[config.mk]
export PLATFORM = sky130hd
export DESIGN_NAME = ffa_alu
export DESIGN_NICKNAME = d
export VERILOG_FILES = /design/src/sv/first_fit_heap_allocator_top_defines.svh /design/src/sv/ffa_pkg.sv /design/src/sv/ffa_alu.sv
export SDC_FILE = /design/constraint.sdc
export NUM_CORES = 1
export LEC_CHECK = 0
export ABC_AREA = 1
export BUFFER_PORTS_ARGS = -buffer_cell sky130_fd_sc_hd__clkbuf_2
export CAP_MARGIN = 20
export CORE_AREA = 4 4 69 103
export DETAILED_ROUTE_END_ITERATION = 12
export DIE_AREA = 0 0 73 107
export GPL_ROUTABILITY_DRIVEN = 0
export PLACE_DENSITY = 0.78
export SYNTH_ARGS = -nofsm -noshare
export SYNTH_HDL_FRONTEND = slang
export SYNTH_SLANG_ARGS = --single-unit
[constraint.sdc]
create_clock -name vclk -period 6.8
set_input_delay 1.36 -clock vclk [all_inputs]
set_output_delay 1.36 -clock vclk [all_outputs]
set_load 0.02 [all_outputs]
[src/sv/first_fit_heap_allocator_top_defines.svh]
// Assertion macros for the first-fit heap allocator
`ifndef FIRST_FIT_HEAP_ALLOCATOR_TOP_DEFINES_SVH
`define FIRST_FIT_HEAP_ALLOCATOR_TOP_DEFINES_SVH

// Same-cycle implication, sampled on clk, off while rst_n is low
`define FFA_CHECK_SAME(name, ante, cons, msg) \
    name: assert property (@(posedge clk) disable iff (!rst_n) (ante) |-> (cons)) \
        else $error(msg);

// Next-cycle implication, sampled on clk, off while rst_n is low
`define FFA_CHECK_NEXT(name, ante, cons, msg) \
    name: assert property (@(posedge clk) disable iff (!rst_n) (ante) |=> (cons)) \
        else $error(msg);

`endif

[src/sv/ffa_pkg.sv]
// Shared types and constants for the first-fit heap allocator
`default_nettype none

package ffa_pkg;

    localparam int unsigned HDR_BYTES = 9;
    localparam int unsigned OP_W      = 2;
    localparam int unsigned REQ_W     = 12;
    localparam int unsigned OFS_W     = 12;
    localparam int unsigned ST_W      = 2;

    localparam logic [OP_W-1:0] OP_INIT  = 2'd0;
    localparam logic [OP_W-1:0] OP_ALLOC = 2'd1;
    localparam logic [OP_W-1:0] OP_FREE  = 2'd2;

    localparam logic [ST_W-1:0] ST_OK   = 2'd0;
    localparam logic [ST_W-1:0] ST_NULL = 2'd1;
    localparam logic [ST_W-1:0] ST_OOM  = 2'd2;

    typedef enum logic [2:0] {
        S_IDLE,
        S_CHECK,
        S_APPEND,
        S_FOUND,
        S_REM_ADDR,
        S_REM_SIZE,
        S_MARK
    } state_t;

    // adder control: neg subtracts b, and the header too when hdr is set; hdr alone adds the header length
    typedef struct packed {
        logic neg;
        logic hdr;
    } alu_op_t;

    typedef struct packed {
        logic busy_we;
        logic size_we;
    } mem_we_t;

endpackage

`default_nettype wire

[src/sv/ffa_alu.sv]
// Shared adder and comparators used by every step of the sequencer
`default_nettype none

module ffa_alu #(
    parameter int unsigned W = 18
) (
    input  ffa_pkg::alu_op_t op,
    input  logic [W-1:0]     a,
    input  logic [W-1:0]     b,
    input  logic [W-1:0]     x,
    input  logic [W-1:0]     y,
    input  logic [W-1:0]     lim,
    output logic [W-1:0]     sum,
    output logic             ge,
    output logic             sum_ge
);
    import ffa_pkg::*;

    logic [W-1:0] b_term;
    logic [W-1:0] k_term;

    always_comb
    begin
        b_term = op.neg ? (~b + W'(1)) : b;
        if (op.hdr)
        begin
            k_term = op.neg ? (~W'(HDR_BYTES) + W'(1)) : W'(HDR_BYTES);
        end
        else
        begin
            k_term = '0;
        end
        sum    = a + b_term + k_term;
        ge     = (x >= y);
        sum_ge = (sum >= lim);
    end

endmodule

`default_nettype wire

# [Yosys cells after proc, flatten, opt, wreduce, memory -nomap -nowiden]
# Index checks and enable logic that the tools add are counted.
[word_totals] wordCells=9 inputBits=92 out_inout_bits=20 ff_bits=0
[op_classes] bitwise=1 addsub=3 mux=3 magnitude_cmp=2
[op_table] operator="two-way mux 18 bit" count=3
[op_table] operator="adder 18 bit" count=2
[op_table] operator=">= comparator 18 bit" count=2
[op_table] operator="adder 18 x 1 -> 18 bit (second input constant)" count=1
[op_table] operator="inverter 18 bit" count=1

# [Longest topological paths before layout]
# Gate-level depths: netlist (run 1).
[logic_depth] depth_word=6 mapped_depth=28 ltp_nobuf=28

# [Worst setup path after synthesis (run 1)]
# Ideal clock, no wire load.
[synth_timing] kind="input to output" from="input op[1] in the netlist's numbering" to="output sum_ge" path_slack_ns=0.715 path_buffers=1 stages=20 arrival_time_ns=4.725 path_cell_list="buf_4 > nand2_2 > fa_1 > inv_1 > ha_1 > fa_1 > nand3_1 > nand2_1 > nand2_1 > nand2_2 > nand2_1 > nand2_1 > nand3_1 > nand2_1 > ha_1 > nand2_1 > nor2_1 > nor3b_1 > nand3_1 > nand4_1"
[synth_between] elab_chain_len=4 word_cells_on_any_way=6 cone_classes="add/sub (2); order compare (1); mux (3)"
[synth_lines] item="start: declaration" line_no="ffa_alu.sv:7" rtl="input ffa_pkg::alu_op_t op,"
[synth_lines] item="two-way mux 18 bit, on equally long branches" line_no="ffa_alu.sv:24, ffa_alu.sv:27"
[synth_lines] item="adder 18 bit or two-way mux 18 bit (tied branches)" line_no="ffa_alu.sv:33, ffa_alu.sv:25"
[synth_lines] item="adder 18 bit *" line_no="ffa_alu.sv:33" rtl="sum = a + b_term + k_term;"
[synth_lines] item="via sum[17]" line_no="ffa_alu.sv:13" rtl="output logic [W-1:0] sum,"
[synth_lines] item=">= comparator 18 bit *" line_no="ffa_alu.sv:35" rtl="sum_ge = (sum >= lim);"
[synth_lines] item="end: declaration" line_no="ffa_alu.sv:15" rtl="output logic sum_ge"
# The timed path passes the listed nets; every way through them passes the cells marked *.

# [Worst setup path in the final report (run 1)]
[layout_timing] from="input op[1] in the netlist's numbering" to="output sum_ge"
[layout_between] elab_chain_len=4 word_cells_on_any_way=6 cone_classes="add/sub (2); order compare (1); mux (3)"
[layout_lines] item="two-way mux 18 bit, on equally long branches" line_no="ffa_alu.sv:24, ffa_alu.sv:27"
[layout_lines] item="adder 18 bit or two-way mux 18 bit (tied branches)" line_no="ffa_alu.sv:33, ffa_alu.sv:25"
[layout_lines] item="adder 18 bit *" line_no="ffa_alu.sv:33"
[layout_lines] item=">= comparator 18 bit *" line_no="ffa_alu.sv:35"
# Every way passes the cells marked *; elsewhere a longest branch is shown, timed or not.

==> results of run 1 <==
==> Yosys cell counts <==
library cell | number | area [sq um]
a21oi_1 | 31 | 155
a21oi_2 | 2 | 17.5
a31oi_1 | 1 | 6.26
and2_1 | 1 | 6.26
buf_4 | 2 | 15.0
fa_1 | 18 | 360
ha_1 | 53 | 663
inv_1 | 133 | 499
inv_2 | 2 | 7.51
nand2_1 | 122 | 458
nand2_2 | 10 | 62.6
nand3_1 | 21 | 105
nand3_2 | 1 | 10.0
nand3b_1 | 2 | 15.0
nand4_1 | 7 | 43.8
nand4_2 | 1 | 12.5
nor2_1 | 34 | 128
nor2_2 | 5 | 31.3
nor2_4 | 3 | 33.8
nor3_2 | 2 | 20.0
nor3b_1 | 4 | 30.0
o21a_1 | 3 | 22.5
o21ai_0 | 14 | 70.1
o21ai_1 | 2 | 10.0
o21ai_2 | 1 | 8.76
o21bai_1 | 5 | 37.5
or2_2 | 1 | 6.26
xnor2_1 | 2 | 17.5
xor2_1 | 18 | 158
==> tightest hold or removal path, cell delays in order <==
cell	delay [ps]
clkbuf_2	100
fa_1	210
clkbuf_2	180
==> through the flow <==
step	cell area [sq um]	total power, mW
after global routing	3680	0.740
after detailed placement	3660	0.644
after floorplan	3010	0.460
after CTS	3660	0.646
final	3680	0.652
after global placement	3660	0.624
==> cell families after synthesis <==
group / count (synthesis) / synth area share
xor gates and xnor gates: 20 / 0.0582
and+or+nand+nor: 214 / 0.320
buffers and inverters: 137 / 0.173
adders and majority gates: 71 / 0.340
AOI/OAI and AO/OA: 59 / 0.109
==> power breakdown <==
group | leakage (nW) | total [mW] | internal, mW | switching (mW)
Sequential | 0 | 0 | 0 | 0
Combinational | 2.42 | 0.652 | 0.236 | 0.416
Clock | 0 | 0 | 0 | 0
==> per-layer routing <==
metal | GRT usage | up-vias | part of all wire
li1 | - | 1765 | -
met1 | 0.179 | 1467 | 0.34
met2 | 0.411 | 117 | 0.55
met3 | 0.0263 | 28 | 0.066
met4 | 0.0620 | 0 | 0.041
met5 | 0 | - | 0
==> how the worst max path moves through the flow <==
stage | from | slack [ps] | endpoint
after floorplan | op[1] | 710 | sum_ge
after CTS | b[0] | 150 | sum_ge
after detailed placement | b[0] | 150 | sum_ge
final | op[1] | 340 | sum_ge
after global placement | b[0] | 260 | sum_ge
after global routing | b[0] | -20 | sum_ge
==> cells in the final DEF, fill, tap and decap left out, types with 2 or more instances in the layout <==
master    count
o21ai_0      14
nor3_2        2
ha_2          2
nand2_1     121
a21oi_2       3
xor2_1       18
inv_2         2
ha_1         51
nand4_1       7
fa_1         18
clkbuf_2    112
nor2_4        3
nand2_2      11
nand3b_1      2
o21a_1        3
nor3b_1       3
nand3_1      21
inv_1       133
o21bai_1      5
nor2_2        6
o21ai_1       2
xnor2_1       2
nor2_1       33
a21oi_1      30
==> layout make-up <==
cell class / instances / share of cell area
inverter: 135 / 0.138
multi-input combinational: 364 / 0.683
tap: 74 / 0.0252
timing repair buffer: 113 / 0.154
==> impl.org, run 1 <==
** Floorplan
- After floorplanning, the core was divided into 35 placement rows.
- Horiz. Die Dim :: about 73 um
- Area of the die :: ~8000 sq um
- The floorplan step set the die height to roughly 110 um.
- Number of top-level design ports :: around 110
- The initial utilization of the core area, before any placement, comes to 0.488.
- Standard cell core area :: about 6200 sq um

** GRT
- The via count of the first global-routing pass is around 3400.
- The first global-routing pass estimated around 13000 um of wire.
- Antenna violations before repair :: 0
- Across every metal layer, demand over resource in global routing totals 0.195.
- After global routing the overflow that remains totals 0.
- Entering global routing, the biggest net connects 18 pins.

** Drt
- DRT iter0 DRCs :: approximately 100
- Total Wirelength :: between 7000 and 8000 um
- Before antenna repair, the detailed router went through 4 iterations.
- After detailed routing, the number of remaining DRC violations is 0.
- The routed layout has between 3000 and 4000 vias.
- Vias per cell :: between 4 and 5
- The detail route stage leaves a number of antenna-violating nets equal to 0.
- After detailed routing, the average wire length per cell comes to about 11 um.

** Timing
- For the finished layout, the period the worst path requires is approximately 6500 ps.
- Highest Clock Rate :: approximately 150 MHz
- Measured against its own limit, the worst slew margin works out to 0.766.
- In the finished design, the share of the clock period the worst path needs comes to 0.950.
- Setup total negative slack :: 0 ps
- Final hold analysis gives a worst-case slack of 3210 ps.
- Setup violations remaining at the end of the flow were counted as 0.
- Hold violation total from the final report :: 0
- Setup slack on the critical path of the routed design comes to approximately 340 ps.
- Actual slew at the worst max-slew pin :: 352 ps
- The total count of max-transition violations in the final report is 0.

** Synth
- Synthesis produced around 500 cells.
- For this run, the register share of the synthesized area comes to 0.
- Post-Synthesis Cell Area :: approximately 3000 sq um
- Synthesis instantiated 29 different standard cells from the library.
- A synthesized cell averages roughly 6.0 sq um.
- YS warnings :: 0
- The number of nets handed over by synthesis was between 600 and 700.

** Min path
- Min-Delay Path Class :: input port to primary output
- End of the worst hold path :: sum[0]
- In this run the most critical hold path is launched from a[0].
- Hold Path Stages :: 3

** Power
- In this run the power density over the cells is 177 nW/um^2.
- IR analysis of the VDD net gives a maximum drop of 93.7 uV.
- Reported leakage power :: around 2.4 nW

** Cells and area
- Nets :: just under 800
- Number of inserted filler cells in the final layout :: around 620
- Final core utilization :: 0.596
- Final Non-Filler Cells :: approximately 690
- Layout cell share with drive strength beyond 1 :: 0.240
- Register area :: 0 sq um
- In the finished design the tool counted flip-flops and latches totalling 0.
- Synth-to-layout area growth :: 22.3%
- Number of clock buffers in the layout :: 0
- Summing all multi-input logic gate instances after layout gives around 2500 sq um.
- Total inserted antenna cells :: 0

** Worst setup path
- At the worst endpoint, the arrival time is ~5100 ps.
- Startpoint class of the critical path :: input port
- For this run, the slowest stage of the critical path takes roughly 470 ps.
- Count of buffering cells on the critical path with inverters included :: 6
- Walking the worst path, the cells encountered are clkbuf_2, inv_2, o21ai_0, xor2_1, inv_1, fa_1, inv_1, ha_1, a21oi_1, o21ai_0, nand2_1, nand3_1, xor2_1, ha_1, nand2_1, inv_1, o21ai_0, nand2_1, a21oi_1, nand4_1, clkbuf_2.
- Kind of capture point of the worst setup path :: primary output
- Cell count along the critical path :: 21
- Class of the most critical setup path :: input port to primary output
- Grouping stages by cell kind, the critical path spends the most delay in adder cells.
- The slowest stage of the critical path belongs to the cell fa_1.
- Maximum fanout encountered on the critical timing path :: 17
- STA puts the critical path data required time at approximately 5400 ps.

** Placement
- I/O Buffers :: 112
- Final HPWL from detailed placement :: 7370 um
- Prior to clock tree synthesis, the placed netlist has a worst setup slack of between 150 and 200 ps.
- After detailed placement, the design holds a cell count of ~690.

** Outcome
- The flow ran to the end, and the final reports show no timing, DRC or antenna violations.

** Job
- Reported max-cap violation count :: 0

** Clocking
- Number of hold buffers added after CTS :: 0
- Post-CTS timing repair inserted 0 buffers for setup.
- The number of gates resized after CTS was 0.
Power figures use the tool's default switching activity.
==> inputs of run 2 (changes only) <==
--- a/config.mk
+++ b/config.mk
@@ -5,14 +5,13 @@
 export SDC_FILE = /design/constraint.sdc
 export NUM_CORES = 1
 export LEC_CHECK = 0
-export ABC_AREA = 1
 export BUFFER_PORTS_ARGS = -buffer_cell sky130_fd_sc_hd__clkbuf_2
 export CAP_MARGIN = 20
-export CORE_AREA = 4 4 69 103
+export CORE_AREA = 4 4 63 94
 export DETAILED_ROUTE_END_ITERATION = 12
-export DIE_AREA = 0 0 73 107
+export DIE_AREA = 0 0 67 98
 export GPL_ROUTABILITY_DRIVEN = 0
-export PLACE_DENSITY = 0.78
+export PLACE_DENSITY = 0.82
 export SYNTH_ARGS = -nofsm -noshare
 export SYNTH_HDL_FRONTEND = slang
 export SYNTH_SLANG_ARGS = --single-unit
==> impl.org, run 2 <==
** Outcome
- The flow ran to the end, but the final reports show violations.
- Failing checks :: negative setup slack

** GRT
- Global-route usage over all layers :: 0.219
- Sum of overflow across all layers after global routing :: 0
- The via count of the first global-routing pass came to ~3000.
- First-pass GRT wire length :: approximately 12000 um
- Largest net degree at the start of global routing :: 15
- Antenna violations before repair :: 0

** Drt
- In the routed design, unresolved DRC markers number 0.
- The detail route stage leaves a number of antenna-violating nets equal to 0.
- Vias per cell :: approximately 5
- Pre-antenna DRT Iters :: 4
- The final layout contains routed wiring with a total length of approximately 7400 um.
- The routed layout has between 2000 and 3000 vias.
- DRT iter0 DRCs :: between 60 and 70
- Drt wl/cell :: 13.2 um

** Synth
- The synthesized netlist contains 42 unique library cells.
- Post-Synthesis Cell Area :: 2510 sq um
- After synthesis, the most frequently instantiated cells are 87 x inv_1, 53 x ha_1, 21 x a21oi_1.
- YS warnings :: 0
- Synthesized Nets :: 500
- Synthesized area per cell :: 7.44 sq um
- In the post-synthesis netlist, the biggest area contributors are ha_1 26%, fa_1 14%, inv_1 13%.
- Syn Inst Count :: about 340
- The share of the Yosys chip area taken by registers is 0.
- Library cell with the highest instance count after synthesis :: inv_1
- The synthesized design spends more area on one cell type than any other, namely ha_1.
- Of the post-synthesis cell area, the dominant cell type holds 0.264.

** Timing
- The total count of max-transition violations in the final report was 0.
- Dividing the final minimum period by the clock period gives 1.04.
- Highest Clock Rate :: between 100 and 150 MHz
- Max transition margin :: 0.707
- Actual slew at the worst max-slew pin :: about 430 ps
- Once routing completed, OpenROAD measured the worst setup slack at -281 ps.
- After layout, the minimum clock period comes to about 7000 ps.
- Setup repair after global routing missed its margin :: yes
- The final count of hold timing violations was 0.
- Setup total negative slack :: -281 ps
- Final setup viols :: 1

** Worst setup path
- STA puts the critical path data required time at around 5400 ps.
- Maximum single-stage delay on the critical path :: 560 ps
- The critical path is of the input port to primary output type.
- Traced cell by cell, the critical path runs through clkbuf_8, inv_12, ha_4, nand3_2, or3_4, or3_4, o31ai_4, xor2_2, fa_1, inv_2, ha_4, a21oi_4, o31ai_4, nor4_4, nor2_1, xor2_2, ha_1, nand2_1, or2_4, nor2_4, nand3_2, o211ai_1, buf_4.
- On the critical path, the stage with the largest delay is an instance of fa_1.
- Arrival time worst endpoint :: between 5000 and 6000 ps
- Startpoint class of the critical path :: input port
- The worst setup path is captured at a primary output.
- Of all nets on the critical path, the largest fanout is 4.

** Cells and area
- Nets :: between 600 and 700
- Final core utilization :: 0.741
- Leading cell types in the layout, fill and taps excluded :: 109 x clkbuf_2, 83 x inv_1, 51 x buf_4, 49 x ha_1, 19 x a21oi_1
- Final sequential cell count :: 0
- Layout cell share with drive strength beyond 1 :: 0.401
- Total inserted antenna cells :: 0
- Register area :: 0 sq um
- Fill cells in the final layout number about 400.
- Synth-to-layout area growth :: 50.2%
- Number of clock buffers in the layout :: 0
- The multi-input combinational cells in the finished layout cover a total of about 2400 sq um.
- Most common cell after layout, fill and taps aside :: clkbuf_2
- Post-layout instance area :: around 3800 sq um

** Clocking
- In this run, post-CTS hold repair placed 0 buffers.

** Power
- The worst-case IR drop observed on VDD is 204 uV.
- Dividing total power by cell area gives a power density of between 200 and 250 nW/um^2.
- Reported leakage power :: 2.23 nW

** Min path
- The tightest min-delay check is of the input port to primary output type.

** Floorplan
- In this run the core area contains 32 standard-cell rows.
- For this design the top-level I/O count stands at between 100 and 150.
- Standard cell core area :: slightly above 5000 sq um
- Area of the die :: 6570 sq um
- Starting Density :: 0.493
- Die boundary height :: between 90 and 100 um
- Horiz. Die Dim :: approximately 67 um

** Job
- Reported max-cap violation count :: 0

** Placement
- Once detailed placement completed, the half-perimeter wirelength came to around 6300 um.
- Placed cell areas :: about 3600 sq um
- I/O Buffers :: approximately 110
run 2: cell types whose count changed after synthesis, sizes merged, moves of 5 or more:
cell / delta
a21o: +16
a21oi: -12
nor2: -28
inv: -48
nand2: -113
xnor2: +16
nand3: -12
nand4: -5
o31ai: +6
run 2: cell families (layout without fill, tap and decap cells):
group	count (synthesis)	after routing	synth area share
compound gates	76	76	0.205
fa+ha+maj	71	71	0.408
buf+inv	90	249	0.135
simple gates	65	65	0.129
mux	2	2	0.00798
xor+xnor	33	33	0.115
run 2: power by group:
part | switching (mW) | internal, mW
Clock | 0 | 0
Sequential | 0 | 0
Combinational | 0.436 | 0.370
Total | 0.436 | 0.370
run 2: timing repair:
item                       CTS  global route
gates resized for setup     19             9
setup buffers                3             1
setup endpoints to repair    1             1
pin swaps                   13             3
cloned                       0             0
run 2: metrics by stage:
stage,worst slack [ps],std cells,hold slack (ps),power (mW)
floorplan,-74.5,337,2990,0.464
global placement,-299,560,3160,0.723
detailed placement,-527,560,3180,0.747
CTS,-231,563,3180,0.781
global route,-440,564,3200,0.896
finish,-281,564,3170,0.806
run 2: worst paths after layout:
path	from	endpoint	slack, ps	cells past startpoint
worst max-delay path	b[1]	sum_ge	-280	23
worst min-delay path	a[0]	sum[0]	3170	3
run 2: critical path, delay by kind of cell:
family,cells,cell delay [ps]
adders and majority gates,4,1250
AOI/OAI and AO/OA,4,720
xor gates and xnor gates,2,290
and+or+nand+nor,9,1670
buffers and inverters,4,400
run 2: area by class of cell:
type	count	share of cell area
multi-input cells	247	0.632
repair buffers	162	0.254
inverters	87	0.0913
well taps	68	0.0226
run 2: per-layer routing:
layer	GRT usage	share of wire	vias up
met5	0	0	-
met4	0.0719	0.035	0
met3	0.0115	0.057	28
met2	0.469	0.58	121
met1	0.200	0.33	1324
li1	-	-	1429
==> inputs of run 3 (changes only) <==
--- a/config.mk
+++ b/config.mk
@@ -7,11 +7,11 @@
 export LEC_CHECK = 0
 export BUFFER_PORTS_ARGS = -buffer_cell sky130_fd_sc_hd__clkbuf_2
 export CAP_MARGIN = 20
-export CORE_AREA = 4 4 63 94
+export CORE_AREA = 4 4 66 99
 export DETAILED_ROUTE_END_ITERATION = 12
-export DIE_AREA = 0 0 67 98
+export DIE_AREA = 0 0 70 103
 export GPL_ROUTABILITY_DRIVEN = 0
-export PLACE_DENSITY = 0.82
+export PLACE_DENSITY = 0.75
 export SYNTH_ARGS = -nofsm -noshare
 export SYNTH_HDL_FRONTEND = slang
 export SYNTH_SLANG_ARGS = --single-unit
==> impl.org, run 3 (same netlist as run 2, synthesis figures left out) <==
** Cells and area
- Compared with the post-synthesis result, the final layout area differs by 48.8%.
- The layout has between 500 and 600 filler cells.
- Register area :: 0 sq um
- Leaving out fill and tap cells, the most frequent cells in the layout are 110 x clkbuf_2, 83 x inv_1, 50 x ha_1, 47 x buf_4, 19 x a21oi_1.
- Number of clock buffers in the layout :: 0
- Layout cell share with drive strength beyond 1 :: 0.399
- Final core utilization :: 0.655
- The library cell used most frequently in the layout, excluding fill and tap cells, is clkbuf_2.
- There are 0 flip-flops and latches.
- At the end of the flow, the number of nets in the layout was ~660.
- Once layout is complete, the cells apart from fillers number about 570.
- In the final layout, the multi-input gates occupy roughly 2300 sq um.
- 0 antenna diodes ended up in the layout.

** Floorplan
- Row generation in the floorplan step produced 34 rows.
- Starting Density :: 0.440
- From left edge to right edge, the die measures 70 um.
- Standard cell core area :: 5700 sq um
- Die boundary height :: ~100 um
- Area of the die :: 7210 sq um
- During I/O placement, the number of pins put on the boundary was about 110.

** Worst setup path
- Slowest cell on the critical path :: fa_1
- The worst setup path is launched from an input port.
- In this run the worst path has a maximum fanout of 3.
- Arrival time worst endpoint :: ~5600 ps
- Kind of cell adding the most delay to the critical path :: simple AND/OR/NAND/NOR gates
- Class of the most critical setup path :: input port to primary output
- Maximum single-stage delay on the critical path :: around 440 ps
- Count of buffering cells on the critical path with inverters included :: 5
- WP data required :: 5440 ps
- Kind of capture point of the worst setup path :: primary output

** Drt
- For this block, the initial DRC count from the detailed router was 65.
- Dividing the detail-routed via count by the number of cells gives 4.96.
- Drt wl/cell :: around 12 um
- After detailed routing, the number of remaining DRC violations is 0.
- Summing over every cut layer, the via total after detailed routing is roughly 2800.
- Count of antenna-violating nets left after detailed routing :: 0
- The first detailed-routing pass ran for 4 iterations.
- Total Wirelength :: approximately 6800 um

** Timing
- Min Clock Period, post-route :: 6950 ps
- Tightest hold margin :: 3160 ps
- Setup repair after global routing could not meet its margin everywhere.
- Derived from the worst setup path, the maximum achievable clock frequency is between 100 and 150 MHz.
- Period utilization :: 1.02
- After layout, the worst setup slack is -153 ps.
- Actual slew at the worst max-slew pin :: approximately 350 ps
- Max-slew violation count :: 0
- Hold violation total from the final report :: 0
- Final setup viols :: 1
- Max transition margin :: 0.763

** GRT
- Global-route usage over all layers :: 0.182
- The via count of the first global-routing pass was 2880.
- First-pass GRT wire length :: between 10000 and 15000 um
- The total overflow left after global routing is 0.
- Antenna violations before repair :: 0
- Largest net degree at the start of global routing :: 15

** Job
- Reported max-cap violation count :: 0

** Power
- For this design the static power due to leakage is roughly 2.2 nW.
- Worst-case vdd ir drop :: 263 uV
- Power density cells :: 211 nW/um^2

** Placement
- Buffers placed on the I/O ports in this run total between 100 and 150.
- Once detailed placement completed, the half-perimeter wirelength came to a little over 6000 um.
- Placed cell count :: ~560

** Outcome
- The final reports fail on negative setup slack.
- Status :: finished, violations left

** Min path
- The worst hold path belongs to the class input port to primary output.
run 3: area by class of cell:
class                      count  area share
multi-input combinational    247       0.629
timing repair buffer         160       0.255
inverter                      87      0.0922
tap                           72      0.0241
run 3: where the power goes:
part / switching [mW] / internal (mW) / total (mW)
Clock: 0 / 0 / 0
Sequential: 0 / 0 / 0
Combinational: 0.424 / 0.364 / 0.788
run 3: per-layer routing:
layer | vias up | track usage | wire length (um)
met4 | 0 | 0.0398 | 143
li1 | 1433 | - | -
met1 | 1270 | 0.180 | 2360
met5 | - | 0 | 0
met2 | 88 | 0.398 | 3910
met3 | 16 | 0.0156 | 373
run 3: through the flow:
stage | worst slack (ps) | power, mW | setup TNS [ps] | area, sq um
6_report | -153 | 0.788 | -153 | 3730
5_1_grt | -336 | 0.878 | -336 | 3730
4_1_cts | -163 | 0.781 | -163 | 3700
3_5_place_dp | -417 | 0.749 | -417 | 3590
3_3_place_gp | -333 | 0.734 | -333 | 3590
2_1_floorplan | -74.5 | 0.464 | -74.5 | 2610
run 3: repair_timing:
action,CTS,global route
hold endpoints to repair,0,0
endpoints found under the setup margin,1,1
resized for setup,20,8
hold buffers,0,0
buffers inserted,2,0
pin swaps,15,2
run 3: worst paths after layout:
path              depth (start not counted)  startpoint  slack, ps  endpoint
setup / recovery                         25        b[1]       -150    sum_ge
hold / removal                            3        a[0]       3160    sum[0]
